===== src/sv/rmh_pkg.sv =====
// Package for the running median unit: depth constants, payload structs,
// controller/datapath command and status structs. No dependencies.
`timescale 1ns / 1ps
package rmh_pkg;
  localparam int unsigned HEAP_DEPTH = 512;
  localparam int unsigned AW = $clog2(HEAP_DEPTH);
  localparam int unsigned CW = $clog2(HEAP_DEPTH + 1);

  typedef struct packed {
    logic signed [31:0] sample;
    logic               first;
  } rmh_in_t;

  typedef struct packed {
    logic signed [31:0] median;
    logic               overflow;
  } rmh_out_t;

  typedef enum logic [3:0] {
    OP_NONE,
    OP_LOAD,     // latch input word, apply first flag
    OP_DECIDE,   // choose path, set heap select and sift value
    OP_PUSH_INIT,
    OP_PUSH_RD,
    OP_PUSH_STEP,
    OP_REP_RD,
    OP_REP_CMP,
    OP_REP_STEP,
    OP_WR_HOLE,
    OP_TOP_RD,
    OP_FINISH,
    OP_DROP      // word dropped on a full heap: flag overflow, hold phase
  } rmh_op_t;

  typedef struct packed {
    rmh_op_t op;
  } rmh_cmd_t;

  typedef struct packed {
    logic full;       // target heap full
    logic swap;       // sample crosses the other heap's top
    logic push_done;  // sift-up finished
    logic rep_done;   // sift-down finished
    logic odd;        // current word is odd-numbered
  } rmh_sts_t;
endpackage


===== src/sv/rmh_ctrl.sv =====
// Sequencer for one word: check, decide, optional sift-down, sift-up, top refresh.
// Depends on rmh_pkg.
`timescale 1ns / 1ps
module rmh_ctrl
  import rmh_pkg::*;
(
  input  logic     clk,
  input  logic     rst_n,
  input  logic     in_valid,
  output logic     in_ready,
  output logic     out_valid,
  input  logic     out_ready,
  input  rmh_sts_t sts,
  output rmh_cmd_t cmd
);
  typedef enum logic [3:0] {
    S_IDLE, S_CHK, S_DEC, S_REP_RD, S_REP_WAIT, S_REP_CMP, S_REP_STEP,
    S_PUSH_INIT, S_PUSH_RD, S_PUSH_WAIT, S_PUSH_STEP, S_WR, S_TOP, S_TOP_W,
    S_FIN, S_OUT
  } state_t;

  state_t state_r, state_nxt;
  logic   in_push_r, in_push_nxt;  // hole write closes a sift-up
  logic   emit_r, emit_nxt;
  logic   drop_r, drop_nxt;        // target heap was full at the check

  assign in_ready = (state_r == S_IDLE);

  always_comb begin
    state_nxt = state_r; in_push_nxt = in_push_r; emit_nxt = emit_r;
    drop_nxt = drop_r;
    cmd.op = OP_NONE;
    case (state_r)
      S_IDLE:  if (in_valid) begin cmd.op = OP_LOAD; state_nxt = S_CHK; end
      S_CHK:   begin
        drop_nxt = sts.full;
        state_nxt = sts.full ? S_TOP : S_DEC;
      end
      S_DEC:   begin
        cmd.op = OP_DECIDE; in_push_nxt = 1'b0; state_nxt = S_PUSH_INIT;
      end
      S_PUSH_INIT: begin
        if (sts.swap && !in_push_r) state_nxt = S_REP_RD;
        else begin cmd.op = OP_PUSH_INIT; in_push_nxt = 1'b1; state_nxt = S_PUSH_RD; end
      end
      S_REP_RD:   begin cmd.op = OP_REP_RD; state_nxt = S_REP_WAIT; end
      S_REP_WAIT: state_nxt = S_REP_CMP;
      S_REP_CMP:  begin
        cmd.op = OP_REP_CMP;
        state_nxt = sts.rep_done ? S_WR : S_REP_STEP;
      end
      S_REP_STEP: begin cmd.op = OP_REP_STEP; state_nxt = S_REP_RD; end
      S_PUSH_RD:   begin cmd.op = OP_PUSH_RD; state_nxt = S_PUSH_WAIT; end
      S_PUSH_WAIT: state_nxt = S_PUSH_STEP;
      S_PUSH_STEP: begin
        if (sts.push_done) state_nxt = S_WR;
        else begin cmd.op = OP_PUSH_STEP; state_nxt = S_PUSH_RD; end
      end
      S_WR: begin
        cmd.op = OP_WR_HOLE;
        state_nxt = in_push_r ? S_TOP : S_PUSH_INIT;
      end
      S_TOP:   begin cmd.op = OP_TOP_RD; state_nxt = S_TOP_W; end
      S_TOP_W: state_nxt = S_FIN;
      S_FIN: begin
        cmd.op = drop_r ? OP_DROP : OP_FINISH;
        emit_nxt = sts.odd && !drop_r;
        state_nxt = S_OUT;
      end
      S_OUT: if (!emit_r || out_ready) state_nxt = S_IDLE;
      default: state_nxt = S_IDLE;
    endcase
  end

  assign out_valid = (state_r == S_OUT) && emit_r;

  always_ff @(posedge clk) begin
    if (!rst_n) begin
      state_r <= S_IDLE; in_push_r <= 1'b0; emit_r <= 1'b0; drop_r <= 1'b0;
    end else begin
      state_r <= state_nxt; in_push_r <= in_push_nxt; emit_r <= emit_nxt;
      drop_r <= drop_nxt;
    end
  end
endmodule


===== config.mk =====
export PLATFORM = sky130hd
export DESIGN_NAME = rmh_ctrl
export DESIGN_NICKNAME = d
export VERILOG_FILES = /design/src/sv/rmh_pkg.sv /design/src/sv/rmh_ctrl.sv
export SDC_FILE = /design/constraint.sdc
export NUM_CORES = 1
export LEC_CHECK = 0
export BUFFER_PORTS_ARGS = -buffer_cell sky130_fd_sc_hd__buf_2
export CORE_AREA = 2 2 39 41
export DETAILED_ROUTE_END_ITERATION = 7
export DIE_AREA = 0 0 41 43
export PLACE_DENSITY_LB_ADDON = 0.15
export SETUP_SLACK_MARGIN = 0.05
export SLEW_MARGIN = 30
export SYNTH_ARGS = -nofsm -noshare
export SYNTH_HDL_FRONTEND = slang
export SYNTH_SLANG_ARGS = --single-unit
export TNS_END_PERCENT = 20

===== constraint.sdc =====
create_clock -name clk -period 1.7 [get_ports clk]
set_input_delay 0.17 -clock clk [delete_from_list [all_inputs] [get_ports clk]]
set_output_delay 0.17 -clock clk [all_outputs]
set_load 0.02 [all_outputs]

# [Word level (Yosys, flattened, before mapping)]
# Index checks and enable logic that the tools add are counted.
[totals] inputBits=9 register_bits=7 elab_cells=48 output_inout_bits=6
[op_classes] n_mux=15 reduce_logical=11 n_eq_ne=18
[ops] cell="one-hot mux 4 bit (16 select lines)" n=1
[ops] cell="one-hot mux 4 bit (11 select lines)" n=1
[ops] cell="equality test 4 bit (second input constant)" n=8
[ops] cell="two-way mux 4 bit" n=6
[ops] cell="equality test 4 x 3 -> 1 bit (second input constant)" n=4
[ops] cell="equality test 4 x 2 -> 1 bit (second input constant)" n=2
[ops] cell="two-way mux 3 bit" n=2
[ops] cell="!= test 2 bit (second input constant)" n=3
[ops] cell="equality test 4 x 1 -> 1 bit (second input constant)" n=1
[ops] cell="logical NOT 4 bit" n=1
[ops] cell="two-way mux 2 bit" n=2
[ops] cell="AND reduction 2 bit" n=2
[ops] cell="logical AND 1 bit" n=3
[ops] cell="logical NOT 1 bit" n=3
[ops] cell="two-way mux 1 bit" n=2
[ops] cell="one-hot mux 1 bit (2 select lines)" n=1
[ops] cell="nonzero test 2 bit" n=1
[ops] cell="logical OR 1 bit" n=1

# [Longest topological paths before layout]
# Gate-level depths: netlist (run 1).
[logic_depth] word_depth=4 depth_mapped=5 mapped_depth_nobuf=4

# [Worst setup path after synthesis (run 1)]
# Ideal clock, no wire load.
[synth_timing] path_type="reg-to-reg" startpoint="reg state_r[1]" endpoint="reg state_r[0]" path_slack_ps=150 arrival_time_ps=1422 synth_period_minus_slack_ps=1550 stages_incl_launch_ff=6 cell_sequence="dfxtp_1 buf_6 nor4_1 nand2b_1 nand2_1 a31oi_1"
[synth_via] elab_chain_cells=3
[synth_lines] element="start, declared" line_no="rmh_ctrl.sv:22" rtl="state_t state_r, state_nxt;"
[synth_lines] element="start signal, assigned" line_no="rmh_ctrl.sv:81" rtl="state_r <= state_nxt; in_push_r <= in_push_nxt; emit_r <= emit_nxt;"
[synth_lines] element="logical NOT 4 bit (*)"
[synth_lines] element="via in_ready" line_no="rmh_ctrl.sv:10" rtl="output logic in_ready,"
[synth_lines] element="parallel branches: the longest is 2 deep, another holds one-hot mux 4 bit (16 select lines)"
# Mark *: on every way through the listed nets, which the timed path passes.
# A chain may end at the register's enable or synchronous reset.

==> impl_metrics.yaml, run 1 <==
outcome:
  status: "complete, no violations"
timing:
  fin_tns_setup_ns: 0
  final-setup-viol-count: 0
  post-route-period-util_pct: 90.97
  worst_pin_slew_ns: 0.3102
  period_needed_ns: 1.547
  max_freq_mhz: 646.6
  rsz0062_at_grt: "no"
  slew_headroom_pct: 79.13
  finClkSkew_ns: 0.004881
  timing_hold_violations_final: 0
  drv_slew: 0
setup_path:
  endpoint_kind: "output pin"
  critical_path_arrival_ns: 1.38
  path_max_fanout: 13
  cp_common_cell: "o21ai_0"
  path_class: "reg2out"
  crit_slowest_cell: "dfxtp_4"
  critPathMaxStageDelay_ns: 0.41
  worstPathRequired_ns: 1.53
  start_kind: "flop"
  cp_cell_sequence: "or2b_1, a21oi_1, o21ai_0, o21ai_0, buf_2"
grt:
  grt_use_total_pct: 21.27
  antenna_found_initial: 0
  grt_pass1_vias: 626
  grt_overflow_total: 0
  grt_pass1_wl_um: 2573
  grt_max_degree: 16
placed_design:
  dp.cells: 114
  routabilityCongestion: 0.8117
  detailed_place_hpwl_um: 1168
  portBuffers: 14
synth:
  syn_area_per_cell_sq_um: 7.143
  synth_top_area_share_pct: 22.81
  syn-num-nets: 95
  ys_warn_count: 0
  syn_inst: 86
  synth_ff_type: "dfxtp_1"
  ys_seq_elements: 7
  synth-async-reset-ratio_pct: 0
  synth-edff-count: 0
  synthTopCellsByArea: "dfxtp_1 23%, a21oi_1 9.0%, o21ai_0 5.7%, buf_6 5.5%, a31oi_1 5.1%"
  yosysSeqAreaShare_pct: 22.81
  ys_types: 32
  synth_area_sq_um: 614.3
  synth_top_cell_by_area: "dfxtp_1"
clock_network:
  clock_latency_ns: 0.26
  path_clk_slew_ns: 0.05
  numCtsBuffers: 3
  cts_buffer_depth: 2
  post_cts_buffers: 0
  holdBufCountCts: 0
  clock_sinks: 7
  cts-root-buf: "clkbuf_4"
  cts_tree: "built"
  htreeDepth: 1
final_layout:
  layout_common_cells: "14 x buf_2, 11 x a21oi_1, 7 x o21ai_0"
  n_antenna_cell: 0
  fin_nets: 112
  final_common_cell: "buf_2"
  fillers: 151
  drive_gt1_share_pct: 30.39
  fin_cells: 118
  syn2layout_area_growth_pct: 17.11
worst_hold_path:
  hold_path.class: "in2reg"
floorplanning:
  fp-row-count: 14
  core_area_sq_um: 1384
  start_util_pct: 44.39
  fp.dieW_um: 41
  dieArea_sq_um: 1763
  io_pins: 15
  die_y_um: 43
detailed_routing:
  drtPass1Iterations: 4
  vias: 705
  routed_via_density: 5.975
  drc: 0
  drt-total-wl_um: 1591
  drt-initial-drc-count: 25
  drtAntennaViolNets: 0
  wire_per_inst_um: 13.48
pwr:
  p_leak_nw: 0.2790
  cellPowerDensity_nw_per_um2: 1789
  ir_drop_mv: 0.8816
  total_power_mw: 1.287
job:
  cap_violations: 0
## critical path: cells and delay by family (launching register included)
kind                   cells  cell delay (ns)
buffers and inverters      1             0.18
AO/OA/AOI/OAI              3             0.27
flip-flops                 1             0.41
AND/OR/NAND/NOR            1             0.26
## where the power goes
part | switching [mW] | total (mW) | internal [mW] | leakage, nW
clock network | 0.0630 | 0.153 | 0.0897 | 0.0150
registers | 0.140 | 0.367 | 0.227 | 0.0590
logic | 0.436 | 0.767 | 0.331 | 0.205
total | 0.639 | 1.29 | 0.648 | 0.279
## final cells by class
cell class                      instances  area, sq um  area share [%]
Sequential cell                         7        147.6           20.52
Timing Repair Buffer                   19        107.6           14.96
Tap cell                               16        20.02           2.783
Multi-Input combinational cell         69        406.6           56.52
Clock buffer                            4        26.28           3.652
Inverter                                3        11.26           1.565
## flip-flops by register name, summed over array words and instances, names as in the netlist
name	cells
state_r	4
drop_r	1
emit_r	1
in_push_r	1
## final timing paths
path | startpoint | end | slack [ns] | depth (start not counted)
min reg2reg | emit_r | emit_r | 0.49 | 2
min | rst_n | state_r[0] | 0.15 | 3
max reg2reg | state_r[1] | state_r[3] | 0.37 | 5
max | state_r[3] | cmd[1] | 0.15 | 5
## cells by family after synthesis
family                 synth area share, %
AOI/OAI and AO/OA                    30.55
buffers and inverters                11.40
DFF                                  22.81
muxes                                1.629
and+or+nand+nor                      33.61
## stage by stage
step | hold slack, ns | area [sq um] | utilization, % | worst slack, ns
after floorplan | 0.2862 | 614.3 | - | 0.1500
after global routing | 0.1501 | 719.4 | 51.99 | 0.05934
after global placement | 0.4134 | 683.2 | 49.37 | 0.2096
after CTS | 0.1430 | 710.7 | 51.36 | 0.007397
final | 0.1473 | 719.4 | 51.99 | 0.1535
after detailed placement | 0.4156 | 683.2 | 49.37 | 0.2349
## synth_stat cells, types with 2 or more instances
cell type,number
nor2b_1,3
buf_2,2
or2b_1,2
dfxtp_1,7
nand2_1,5
nor3b_1,3
nor2_1,6
buf_6,3
inv_1,2
o22ai_1,3
a21oi_1,11
nand3_1,2
buf_4,2
o21ai_0,7
nand2b_1,2
nand3b_1,2
a31oi_1,5
nor3_1,5
## metal layers
metal | GRT usage [%] | vias up | part of all wire, %
met2 | 33.13 | 23 | 48
li1 | - | 348 | -
met5 | 0 | - | 0
met1 | 27.36 | 329 | 46
met4 | 12.00 | 0 | 2.0
met3 | 1.571 | 5 | 4.1
## timing repair
item / CTS / global route
setup endpoints to repair: 4 / 5
gates resized for setup: 1 / 5
cloned: 0 / 0
(Power assumes the default switching activity.)
==> inputs of run 2 (changes only) <==
--- a/config.mk
+++ b/config.mk
@@ -7,6 +7,7 @@
 export LEC_CHECK = 0
 export BUFFER_PORTS_ARGS = -buffer_cell sky130_fd_sc_hd__buf_2
 export CORE_AREA = 2 2 39 41
+export CTS_BUF_LIST = sky130_fd_sc_hd__clkbuf_8
 export DETAILED_ROUTE_END_ITERATION = 7
 export DIE_AREA = 0 0 41 43
 export PLACE_DENSITY_LB_ADDON = 0.15
==> run 2 against run 1 <==
  * Sequential share of layout area decreased by 0.79 points
  * Worst hold slack better by 0.030 ns
  * Wire length rose by 3.5%
  * Power rose by 6.5%
  * Via count fell by 0.14%
  * Sequential power fell by 1%
  * Flip-flop and latch count unchanged
  * Design area is 2.3% higher
  * Critical path type unchanged
  * Highest routed layer unchanged
  * Clock skew decreased by 0.0013 ns
  * Combinational power increased by 0.9%
  * Fmax decreased by 1.1%
  * Final cell count did not move
==> impl_metrics.yaml, run 2 (same netlist as run 1, synthesis figures left out) <==
pwr:
  ir_drop_mv: 1.074
  power_frac_comb_pct: 56.5
  clkPwrFrac_pct: 17.0
  p_sw_share_pct: 48.04
  p_int_uw: 712.0
  total_power_mw: 1.370
  power.share.sequential_pct: 26.5
  switchingPower_uw: 658.2
  cellPowerDensity_nw_per_um2: 1862
  p_leak_nw: 0.2906
detailed_routing:
  drc: 0
  drt-total-wl_um: 1647
  drtAntennaViolNets: 0
  routed_via_density: 5.966
  drtPass1Iterations: 4
  vias: 704
  wire_per_inst_um: 13.96
  drt-initial-drc-count: 24
floorplanning:
  core_area_sq_um: 1384
  dieArea_sq_um: 1763
  fp-row-count: 14
  io_pins: 15
  fp.dieW_um: 41
  start_util_pct: 44.39
  die_y_um: 43
setup_path:
  cp_cell_sequence: "or2b_1, a21oi_1, o21ai_0, o21ai_0, buf_2"
  critical_path_arrival_ns: 1.39
  path_class: "reg2out"
  crit_slowest_cell: "dfxtp_2"
  critical_path_buf_inv_count: 1
  path_max_fanout: 13
  start_kind: "flop"
  crit_family: "flip-flops"
  cp_common_cell: "o21ai_0"
  worstPathRequired_ns: 1.53
  critPathMaxStageDelay_ns: 0.44
  r2r_slack_ns: 0.35
  endpoint_kind: "output pin"
clock_network:
  cts_tree: "built"
  cts_buffer_depth: 2
  clock_sinks: 7
  htreeDepth: 1
  cts-root-buf: "clkbuf_8"
  clock_latency_ns: 0.23
  path_clk_slew_ns: 0.04
  numCtsBuffers: 3
  post_cts_buffers: 0
timing:
  final-setup-viol-count: 0
  max_freq_mhz: 639.3
  timing_hold_violations_final: 0
  worst_slack_ns: 0.1359
  finClkSkew_ns: 0.003550
  post-route-period-util_pct: 92.01
  worst_pin_slew_ns: 0.3110
  rsz0062_at_grt: "yes"
  fin_tns_setup_ns: 0
  drv_slew: 0
  hold_slack_ns: 0.1776
  slew_headroom_pct: 79.08
  period_needed_ns: 1.564
final_layout:
  final_common_cell: "buf_2"
  regMostFlops: "state_r"
  fin_nets: 112
  n_antenna_cell: 0
  drive_gt1_share_pct: 30.39
  largest_reg_flops: 4
  layout_common_cells: "14 x buf_2, 11 x a21oi_1, 7 x o21ai_0"
  syn2layout_area_growth_pct: 19.76
  fin_cells: 118
worst_hold_path:
  hold_path.class: "in2reg"
placed_design:
  portBuffers: 14
  detailed_place_hpwl_um: 1168
  routabilityCongestion: 0.8117
  pre_cts_slack_ns: 0.2349
  dp.cells: 114
grt:
  grt_overflow_total: 0
  antenna_found_initial: 0
  grt_use_total_pct: 22.08
  grt_pass1_wl_um: 2608
  grt_max_degree: 16
  grt_pass1_vias: 635
job:
  cap_violations: 0
outcome:
  status: "complete, no violations"
-- run 2: cell types whose count changed in the layout (fill, tap and decap cells not counted), sizes merged --
| cell | before | now |
|---|---|---|
| clkbuf | 4 | 3 |
| inv | 3 | 4 |
-- run 2: layout make-up --
type	instances	area, sq um
clock buffer	3	41.29
tap	16	20.02
fill	147	648.1
multi-input combinational	69	406.6
inverter	3	11.26
sequential	7	145.1
clock inverter	1	3.754
timing repair buffer	19	107.6
-- run 2: metrics by stage --
stage                     cell area (sq um)  utilization, %
final                                 735.7           53.16
after global routing                  735.7           53.16
after CTS                             729.5           52.71
after detailed placement              683.2           49.37
after global placement                683.2           49.37
after floorplan                       614.3               -
-- run 2: timing repair --
action	CTS	global route
hold buffers	0	0
resized for setup	1	4
setup endpoints to repair	3	5
gates cloned	0	0
-- run 2: per-layer routing --
| metal | wire length (um) | global-route usage, % |
|---|---|---|
| met4 | 40 | 14.00 |
| met2 | 783 | 34.38 |
| met5 | 0 | 0 |
| met1 | 731 | 26.71 |
| met3 | 92 | 3.141 |
-- run 2: power groups by stage --
stage	registers, mW	clock network, mW	logic [mW]
floorplan	0.245	0	0.698
global placement	0.348	0	0.756
detailed placement	0.345	0	0.756
CTS	0.346	0.234	0.766
global route	0.374	0.242	0.848
finish	0.363	0.233	0.774
-- run 2: final timing paths --
path,from,to,cells after the start
worst max-delay path,state_r[3],cmd[1],5
worst min-delay path,rst_n,state_r[0],3
worst max register to register,state_r[0],state_r[0],5
worst min register to register,emit_r,emit_r,2
-- run 2: tightest hold or removal path: cells and delay by family --
kind	cells	cell delay [ns]
AO/OA/AOI/OAI	1	0.04
buffers and inverters	1	0.11
AND/OR/NAND/NOR	1	0.06
==> inputs of run 3 (changes only) <==
--- a/config.mk
+++ b/config.mk
@@ -11,7 +11,7 @@
 export DETAILED_ROUTE_END_ITERATION = 7
 export DIE_AREA = 0 0 41 43
 export PLACE_DENSITY_LB_ADDON = 0.15
-export SETUP_SLACK_MARGIN = 0.05
+export REMOVE_ABC_BUFFERS = 1
 export SLEW_MARGIN = 30
 export SYNTH_ARGS = -nofsm -noshare
 export SYNTH_HDL_FRONTEND = slang
==> run 3 against run 2 <==
  * Clock-buffer cell count did not move
  * Sequential share of layout area fell by 0.21 points
  * Clock power fell by 3%
  * Power fell by 2.7%
  * Worst hold slack improved by 0.014 ns
  * Largest cell class unchanged
  * Largest power group unchanged
==> impl_metrics.yaml, run 3 (same netlist as run 1, synthesis figures left out) <==
outcome:
  status: "complete, no violations"
final_layout:
  final_common_cell: "buf_2"
  n_antenna_cell: 0
  regMostFlops: "state_r"
  fin_area_sq_um: 730.7
  layout_common_cells: "14 x buf_2, 11 x a21oi_1, 7 x o21ai_0"
  fin_cells: 118
  drive_gt1_share_pct: 27.45
  syn2layout_area_growth_pct: 18.94
  fillers: 138
  fin_nets: 112
  largest_reg_flops: 4
pwr:
  cellPowerDensity_nw_per_um2: 1825
  p_leak_nw: 0.2897
  ir_drop_mv: 0.9127
timing:
  max_freq_mhz: 621.3
  drv_slew: 0
  timing_hold_violations_final: 0
  final-setup-viol-count: 0
  worst_pin_slew_ns: 0.3315
  finClkSkew_ns: 0.0009671
  fin_tns_setup_ns: 0
  rsz0062_at_grt: "no"
  slew_headroom_pct: 77.70
  post-route-period-util_pct: 94.67
  period_needed_ns: 1.609
floorplanning:
  fp.dieW_um: 41
  dieArea_sq_um: 1763
  die_y_um: 43
  io_pins: 15
  fp-row-count: 14
  start_util_pct: 44.39
  core_area_sq_um: 1384
clock_network:
  cts_buffer_depth: 2
  cts-root-buf: "clkbuf_8"
  clock_sinks: 7
  numCtsBuffers: 3
  path_clk_slew_ns: 0.04
  htreeDepth: 1
  clock_latency_ns: 0.23
  holdBufCountCts: 0
  cts_tree: "built"
detailed_routing:
  wire_per_inst_um: 13.02
  drc: 0
  drtPass1Iterations: 5
  drt-initial-drc-count: 28
  drt-total-wl_um: 1536
  drtAntennaViolNets: 0
  vias: 713
  routed_via_density: 6.042
setup_path:
  endpoint_kind: "output pin"
  critPathMaxStageDelay_ns: 0.46
  start_kind: "flop"
  path_class: "reg2out"
  crit_slowest_cell: "dfxtp_2"
  path_max_fanout: 13
  worstPathRequired_ns: 1.53
  critical_path_arrival_ns: 1.44
  cp_cell_sequence: "nor2b_1, o21ai_0, o22ai_1, buf_2"
grt:
  top_usage_layer: "met1"
  grt_util_met2_pct: 25.94
  grt_pass1_wl_um: 2325
  grt_max_degree: 15
  met3_usage_pct: 9.948
  grt_util_met1_pct: 26.54
  grt_pass1_vias: 524
  grt_overflow_total: 0
  antenna_found_initial: 0
  grt_use_total_pct: 19.82
placed_design:
  detailed_place_hpwl_um: 1166
  post_dp_cell_area_sq_um: 683.2
  dp.cells: 114
  routabilityCongestion: 0.8627
  portBuffers: 14
job:
  cap_violations: 0
worst_hold_path:
  hold_path.class: "in2reg"
run 3: cell counts in the layout (fill, tap and decap cells not counted):
Identical to the previous run, type by type.
run 3: path summary, 6_finish.rpt:
check	slack [ns]	cells past startpoint	start	to
setup / recovery	0.09	4	state_r[1]	cmd[2]
hold reg to reg	0.50	2	emit_r	emit_r
setup reg to reg	0.34	5	state_r[3]	state_r[0]
hold / removal	0.19	3	rst_n	state_r[0]
run 3: metrics by stage:
stage / util, % / hold slack [ns] / worst slack (ns) / total power [mW]
final: 52.80 / 0.1916 / 0.09059 / 1.334
after CTS: 52.71 / 0.2001 / 0.05059 / 1.330
after detailed placement: 49.37 / 0.4412 / 0.2070 / 1.096
after global placement: 49.37 / 0.4393 / 0.1866 / 1.097
after global routing: 52.80 / 0.2007 / 0.009463 / 1.441
after floorplan: - / 0.2862 / 0.08853 / 0.8324
run 3: metal layers:
metal,part of all wire [%],vias up
met1,42,320
met4,1.9,0
li1,-,353
met3,9.4,5
met5,0,-
met2,46,35
run 3: where the power goes:
group / total [mW] / switching [mW] / internal (mW) / leakage [nW]
Sequential: 0.356 / 0.136 / 0.220 / 0.0579
Clock: 0.227 / 0.0709 / 0.156 / 0.0269
Combinational: 0.751 / 0.424 / 0.327 / 0.205
Total: 1.33 / 0.631 / 0.703 / 0.290
run 3: worst max-delay path, delay by kind of cell, from the launching register on:
family	cells	cell delay [ns]
flip-flops	1	0.46
AND/OR/NAND/NOR	1	0.29
AO/OA/AOI/OAI	2	0.27
buffers and inverters	1	0.18
run 3: layout make-up:
cell class	count	area, sq um	share of cell area, %
well taps	16	20.02	2.740
flip-flops and latches	7	142.6	19.52
inverters	3	11.26	1.541
clock inverters	1	3.754	0.5137
repair buffers	19	107.6	14.73
clock buffers	3	41.29	5.651
multi-input cells	69	404.1	55.31
run 3: timing repair:
| action | CTS | global route |
|---|---|---|
| setup buffers | 0 | 0 |
| resized for setup | 1 | 1 |
| setup endpoints to repair | 1 | 3 |
